**src/design/dnat_pkg.sv**
```systemverilog
// Shared types and constants for the NAT binding table.
`default_nettype none
package dnat_pkg;
  localparam int PoolSize = 256;
  localparam int IdxW = 8;
  localparam int CntW = 9;

  localparam logic [1:0] KIND_TICK = 2'd0;
  localparam logic [1:0] KIND_OUT = 2'd1;
  localparam logic [1:0] KIND_IN = 2'd2;

  localparam logic [2:0] ST_HIT = 3'd0;
  localparam logic [2:0] ST_NEW = 3'd1;
  localparam logic [2:0] ST_REBOUND = 3'd2;
  localparam logic [2:0] ST_NOFREE = 3'd3;
  localparam logic [2:0] ST_NOREV = 3'd4;
  localparam logic [2:0] ST_TICK = 3'd5;

  localparam logic [1:0] REG_FIRST = 2'd0;
  localparam logic [1:0] REG_COUNT = 2'd1;
  localparam logic [1:0] REG_TTL = 2'd2;

  typedef struct packed {
    logic [1:0] kind;
    logic [31:0] addr;
  } item_t;
endpackage
`default_nettype wire

```
**src/design/dnat_front.sv**
```systemverilog
// Front end: accepts items into a two-entry queue.
`default_nettype none
module dnat_front import dnat_pkg::*; (
  input wire logic clk,
  input wire logic rst,
  input wire logic start,
  input wire logic [1:0] kind,
  input wire logic [31:0] addr,
  output logic busy,
  input wire logic pop,
  output logic q_valid,
  output item_t q_item
);
  item_t q [2];
  logic [1:0] cnt;
  logic push;
  assign busy = (cnt == 2'd2);
  assign push = start && !busy;
  assign q_valid = (cnt != 2'd0);
  assign q_item = q[0];
  always_ff @(posedge clk) begin
    if (rst) begin
      cnt <= 2'd0;
    end else begin
      cnt <= cnt + {1'b0, push} - {1'b0, pop && q_valid};
    end
    if (pop && q_valid) begin
      // a new item lands in the head slot when the queue held only one
      if (push && cnt == 2'd1) q[0] <= '{kind: kind, addr: addr};
      else q[0] <= q[1];
    end else if (push) begin
      q[cnt[0]] <= '{kind: kind, addr: addr};
    end
  end
endmodule
`default_nettype wire

```
**config.mk**
```make
export PLATFORM = sky130hd
export DESIGN_NAME = dnat_front
export DESIGN_NICKNAME = d
export VERILOG_FILES = /design/src/design/dnat_pkg.sv /design/src/design/dnat_front.sv
export SDC_FILE = /design/constraint.sdc
export NUM_CORES = 1
export LEC_CHECK = 0
export BUFFER_PORTS_ARGS = -buffer_cell sky130_fd_sc_hd__clkbuf_2
export CAP_MARGIN = 20
export CORE_MARGIN = 4
export CORE_UTILIZATION = 55
export CTS_CLUSTER_SIZE = 40
export DETAILED_ROUTE_END_ITERATION = 16
export PLACE_DENSITY = 0.93
export SLEW_MARGIN = 20
export SYNTH_ARGS = -nofsm -noshare
export SYNTH_HDL_FRONTEND = slang
export SYNTH_SLANG_ARGS = --single-unit
```
**constraint.sdc**
```tcl
create_clock -name clk -period 7.5 [get_ports clk]
set_input_delay 1.5 -clock clk [delete_from_list [all_inputs] [get_ports clk]]
set_output_delay 1.5 -clock clk [all_outputs]
set_load 0.05 [all_outputs]
```
# --- Word level (Yosys, flattened, before mapping) ---
# Memory sizes are Yosys's and may differ from the RTL's.
# Cells that the tools add are included.
word_totals:
  reg_bits: 2
  ram_bits: 68
  input_bits: 38
  output_inout_bits: 36
  elab_cells: 26
  mem_count: 1
memory_table:
  columns: ["name", "depth", "width", "read_ports", "rd_ports_with_merged_regs", "write_ports", "line", "text"]
  rows:
  - ["q", 2, 34, 2, 0, 1, "dnat_front.sv:14", "item_t q [2];"]
classes:
  addsub: 2
  eq_ne: 2
  muxes: 13
  bitwise_logic: 1
  n_reduce_logical: 6
ops:
  columns: ["cell", "n"]
  rows:
  - ["$mux 34", 2]
  - ["$reduce_or 34->1", 1]
  - ["$mux 1", 11]
  - ["$logic_and 1x1->1", 3]
  - ["$add 2x1->2", 1]
  - ["$eq 2x1->1 const B", 1]
  - ["$eq 2x2->1 const B", 1]
  - ["$reduce_bool 2->1", 1]
  - ["$sub 2x1->2", 1]
  - ["$logic_not 1->1", 1]
  - ["$or 1x1->1", 1]

# --- Longest topological paths before layout ---
# Gate-level depths: netlist of run 1.
depth:
  word_depth: 9
  depth_mapped: 9
  mapped_depth_nobuf: 9

# --- Worst setup path after synthesis of run 1 ---
# Ideal clock, no wire load.
synth_timing:
  path_kind: "input port to flip-flop"
  startpoint: "in start"
  endpoint: "mem q[0][0] (netlist name), enable pin"
  setup_time_ps: 426
  t_arrival_ps: 3938
  required_ps: 7074
  setup_slack_ps: 3136
  cell_stages: 5
  path_buffers: 0
  path_cell_list: "nand2_1 inv_1 ha_1 and2_1 nor2_1"
synth_via:
  elab_chain_cells: 7
  word_cells_on_any_way: 15
  cone_classes: "mux (11); bitwise (1); reduce/logical (3)"
synth_lines:
  columns: ["element", "line", "text"]
  rows:
  - ["start: declaration", "dnat_front.sv:6", "input wire logic start,"]
  - ["$logic_and 1x1->1 (*)", "dnat_front.sv:18", "assign push = start && !busy;"]
  - ["branches (longest 6 deep; another with $reduce_or 34->1)", null, null]
  - ["end: declaration", "dnat_front.sv:14", null]
# Every way passes the cells marked *.

# --- Worst setup path after layout of run 1 ---
layout_timing:
  startpoint: "in start"
  endpoint: "mem q[0][26] (netlist name), enable pin"
# Same word-level chain as after synthesis.

==> results of run 1 <==
[flip-flops by register name, indices dropped and copies added, names as in the netlist]
| signal | flops |
|---|---|
| q | 68 |
| cnt | 2 |
[metal layers]
metal | GRT usage, % | up-vias | wire (um)
li1 | - | 655 | -
met1 | 18.2 | 643 | 1710
met2 | 25.0 | 51 | 2190
met3 | 6.96 | 8 | 324
met4 | 9.43 | 0 | 95
met5 | 0 | - | 0
[worst max-delay path by stage]
stage          startpoint       end  slack [ns]  cells after the start
2_1_floorplan       start   q[0][0]        3.14                      5
3_5_place_dp        start  q[0][27]        3.80                      6
4_1_cts             start  q[0][26]        4.18                      6
3_3_place_gp        start  q[0][26]        3.87                      6
5_1_grt             start  q[0][14]        4.00                      6
6_report            start  q[0][26]        4.19                      6
[cell usage after synthesis]
library cell | count | area [um^2]
ha_1 | 3 | 37.5
or2_2 | 1 | 6.26
dfxtp_1 | 2 | 40.0
inv_1 | 4 | 15.0
nor2_1 | 3 | 11.3
and2_1 | 2 | 12.5
o21ai_4 | 1 | 16.3
and2b_2 | 1 | 8.76
mux2_2 | 34 | 383
nor2b_4 | 1 | 13.8
nand2b_1 | 1 | 6.26
edfxtp_1 | 68 | 2040
xor2_1 | 1 | 8.76
nor2b_1 | 1 | 6.26
nand2_1 | 2 | 7.51
nor3_1 | 1 | 5.00
buf_6 | 3 | 33.8
[cells by family after synthesis]
| group | Yosys count | share of synthesized area (%) |
|---|---|---|
| muxes | 34 | 14.4 |
| DFF | 70 | 78.5 |
| buffers and inverters | 7 | 1.84 |
| and+or+nand+nor | 13 | 2.92 |
| xor gates and xnor gates | 1 | 0.330 |
| adders and majority gates | 3 | 1.41 |
| AOI/OAI and AO/OA | 1 | 0.613 |
[stage by stage]
| step | util (%) | cells |
|---|---|---|
| floorplan | - | 129 |
| global placement | 65.3 | 253 |
| detailed placement | 65.3 | 253 |
| CTS | 69.5 | 269 |
| global route | 69.5 | 269 |
| finish | 69.5 | 269 |
[area by class of cell]
class	count	area [um^2]	share of cell area (%)
Multi-Input combinational cell	52	532	16.3
Tap cell	54	67.6	2.07
Timing Repair Buffer	73	365	11.2
Clock inverter	7	73.8	2.26
Clock buffer	9	124	3.80
Inverter	4	15.0	0.461
Sequential cell	70	2080	63.9
[cell usage in the layout, fill, tap and decap left out, types with 2 or more instances in the layout]
cell	count
clkinvlp_4	3
clkbuf_2	73
inv_1	4
dfxtp_1	2
nor2_1	2
ha_1	3
nand2_1	2
edfxtp_1	68
mux2_2	34
clkbuf_8	9
[worst reg2reg max path: stages, from the launching register on]
cell     delay, ns
dfxtp_1       0.44
or2_2         0.17
nand2_1       0.07
ha_1          0.21
and2_2        0.47
nor2_4        0.87
[report_power, final]
group / internal [mW] / leakage (nW) / switching, mW
registers: 0.583 / 0.656 / 0.0338
clock network: 0.154 / 0.0895 / 0.142
logic: 0.115 / 0.548 / 0.406
==> impl_metrics.yaml, run 1 <==
critical_path:
  r2r_start: "cnt[1]"
  cpPeakStageDelay_ns: 0.87
  crit_family: "simple AND/OR/NAND/NOR gates"
  r2r_end: "q[0][26]"
  crit_arrival_ns: 3.27
  crit_chain: "clkbuf_2 > nand2_1 > inv_1 > ha_1 > and2_2 > nor2_4"
  path_buf_inv: 2
  r2r_cells: 5
  end_kind: "flop"
  critPathSlowestCell: "nor2_4"
  startpoint_type: "input port"
  crit_required_ns: 7.46
  critPathMaxFanout: 35
  crit_type: "input port to flop"
  rrSetupSlack_ns: 4.89
pwr:
  p_leak_nw: 1.29
  powerDensity_nw_per_um2: 440
  irDropWorstVdd_uv: 286
  design_power_total_mw: 1.43
final_layout:
  fillerInstances: 326
  final_nets: 251
  area_growth_pct: 22.8
  drive_gt1_share_pct: 59.5
  n_antenna_cell: 0
  final_area_um2: 3260
clocking:
  clockBufferDepth: 2
  cts_tree: "built"
  cts_hold_buf: 0
  cts.reportedPaths.clkPinSlew_ns: 0.08
  clock-sinks: 70
  postCtsSetupRepairBufs: 0
  htreeDepth: 3
  clk_latency_ns: 0.34
  cts-root-buf: "clkbuf_8"
  cts_resized: 0
  cts_buffers: 9
sta:
  hold_viol: 0
  max_freq_ghz: 0.302
  post-route-period-util_pct: 44.1
  holdWs_ns: 0.567
  fin_crit_ns: 3.31
  setup_slack_ns: 4.19
  rsz0062_at_grt: "no"
  slew_violations: 0
  clock_skew_ns: 0.00853
  finalSetupTns_ns: 0
  slew_headroom_pct: 30.6
  setup_violations: 0
  worst_pin_slew_ns: 1.04
floorplanning:
  io_pins: 74
  die_h_um: 77.5
  die_x_um: 77.5
  start_util_pct: 56.6
  dieArea_um2: 6000
  rows: 25
  core_area_um2: 4690
logic_synthesis:
  synth-seq-cells: 70
  syn_nets: 170
  seq_area_frac_synth_pct: 78.5
  avgSynthCellArea_um2: 20.6
  synth_area_um2: 2650
  postSynthCellCount: 129
  ys.warnings.count: 0
  ys_types: 17
routing:
  drtPass1Iterations: 4
  drcViolationCount: 0
  viasPerCell: 5.04
  vias: 1357
  wl_per_cell_um: 16.1
  routed_wl_um: 4320
  dr.first_iter.drc_count: 69
  ant_nets: 0
status:
  status: "finished, final reports clean"
min_path:
  whs_path_depth: 1
  hold_path.startpoint: "q[1][13]"
  min_path_type: "flop to flop"
  hold_end: "q[0][13]"
run:
  drv_cap: 0
grt:
  grt_pass1_vias: 1414
  overflow: 0
  grt_pass1_wl_um: 6990
  grtUsageTotal_pct: 16.0
  antenna_found_initial: 0
  grt_max_degree: 36
placed_design:
  gp_congestion: 0.755
  portBuffers: 73
  place_area_um2: 3060
  pre_cts_slack_ns: 3.80
  place_hpwl_um: 2950
No activity file was read; power rests on OpenSTA's default activity.
==> run 2, diff against run 1 <==
CORE_UTILIZATION = 46   (was 55)
PLACE_DENSITY = 0.85   (was 0.93)
clock period = 3 ns   (was 7.5 ns; I/O delays follow)
==> impl_metrics.yaml, run 2 (same netlist as run 1, synthesis figures left out) <==
status:
  status: "finished, final reports clean"
final_layout:
  final_common_cell: "clkbuf_2"
  fillerInstances: 423
  seqCellArea_um2: 2080
  drive_gt1_share_pct: 59.2
  n_antenna_cell: 0
  largest_reg_flops: 68
  fin_cells: 290
  reg_top3: "q x68, cnt x2"
  final_nets: 254
  top_register: "q"
  multi_input_area_um2: 532
  area_growth_pct: 26.0
  final_area_um2: 3340
  final_cell_mix: "clkbuf_2, edfxtp_1, mux2_2"
routing:
  dr.first_iter.drc_count: 67
  ant_nets: 0
  drcViolationCount: 0
  wl_per_cell_um: 15.9
  viasPerCell: 4.80
  drtPass1Iterations: 4
  vias: 1393
  routed_wl_um: 4620
pwr:
  combPwrFrac_pct: 37.4
  internal_power_mw: 2.25
  p_leak_nw: 1.34
  powerDensity_nw_per_um2: 1110
  design_power_total_mw: 3.70
  power_switching_mw: 1.45
  irDropWorstVdd_uv: 719
  p_sw_share_pct: 39.2
  p_clk_share_pct: 21.2
  seqPwrFrac_pct: 41.5
critical_path:
  crit_arrival_ns: 2.31
  crit_type: "flop to flop"
  end_kind: "flop"
  crit_required_ns: 3.07
  crit_chain: "or2_2 > nand2_1 > ha_1 > and2b_2 > o21ai_4 > buf_16 > mux2_2"
  critPathMaxFanout: 23
  startpoint_type: "flop"
  crit_family: "simple AND/OR/NAND/NOR gates"
  path_buf_inv: 1
  cpPeakStageDelay_ns: 0.37
  critPathSlowestCell: "mux2_2"
clocking:
  cts_buffers: 9
  cts_tree: "built"
  postCtsSetupRepairBufs: 0
  cts-root-buf: "clkbuf_8"
  cts.reportedPaths.clkPinSlew_ns: 0.07
  cts_hold_buf: 0
  clk_latency_ns: 0.33
  cts_resized: 0
  clock-sinks: 70
  clockBufferDepth: 2
  htreeDepth: 3
placed_design:
  portBuffers: 73
  place_area_um2: 3110
  place_hpwl_um: 3150
  dp_cells: 273
  gp_congestion: 0.732
grt:
  grtUsageTotal_pct: 14.0
  grt_pass1_wl_um: 7490
  grt_max_degree: 35
  overflow: 0
  antenna_found_initial: 0
  grt_pass1_vias: 1482
floorplanning:
  die_h_um: 84.0
  die_x_um: 84.0
  io_pins: 74
  rows: 27
  dieArea_um2: 7050
  start_util_pct: 47.9
  core_area_um2: 5540
sta:
  max_freq_ghz: 0.447
  slew_headroom_pct: 67.1
  post-route-period-util_pct: 74.6
  worst_pin_slew_ns: 0.491
  fin_crit_ns: 2.24
  setup_violations: 0
  rsz0062_at_grt: "no"
  finalSetupTns_ns: 0
  clock_skew_ns: 0.00714
  slew_violations: 0
  hold_viol: 0
min_path:
  min_path_type: "input port to flop"
run:
  drv_cap: 0
==> run 2: cell types whose count changed in the layout (fill, tap and decap cells not counted) <==
cell / change
inv_6: -1
buf_16: +1
bufinv_16: +1
clkbuf_1: +2
buf_12: +1
clkinv_2: +2
buf_4: +1
clkinv_4: -1
clkinvlp_4: -3
==> run 2: layout make-up <==
class,instances,area share (%)
clock buffers,11,3.93
clock inverters,5,2.21
inverters,4,0.449
multi-input cells,52,15.9
flip-flops and latches,70,62.3
well taps,72,2.69
repair buffers,76,12.6
==> run 2: final timing paths <==
kind	startpoint	end	slack [ns]	depth (start not counted)
worst max-delay path	cnt[1]	q[1][14]	0.76	7
worst min-delay path	rst	cnt[0]	0.47	2
worst max register to register	cnt[1]	q[1][14]	0.76	7
worst min register to register	q[1][16]	q[1][16]	0.57	1
==> run 2: stage by stage <==
stage | setup WS, ns | utilization, % | hold slack, ns
3_3_place_gp | 0.672 | 56.2 | 0.547
3_5_place_dp | 0.630 | 56.2 | 0.558
4_1_cts | 0.707 | 59.9 | 0.445
6_report | 0.762 | 60.4 | 0.466
5_1_grt | 0.643 | 60.4 | 0.453
2_1_floorplan | 0.310 | - | 0.533
==> run 2: power by group through the flow <==
stage	clock [mW]	combinational, mW	sequential, mW
after global routing	0.852	1.45	1.56
after detailed placement	0	1.38	1.56
after floorplan	0	0.415	2.18
after CTS	0.804	1.38	1.54
after global placement	0	1.34	1.56
final	0.784	1.38	1.53
==> run 2: per-layer routing <==
| layer | GRT usage (%) | share of wire (%) | wire [um] |
|---|---|---|---|
| met5 | 0 | 0 | 0 |
| met4 | 5.26 | 1.1 | 51 |
| met3 | 4.64 | 6.4 | 294 |
| met2 | 23.1 | 51 | 2340 |
| met1 | 17.0 | 42 | 1940 |
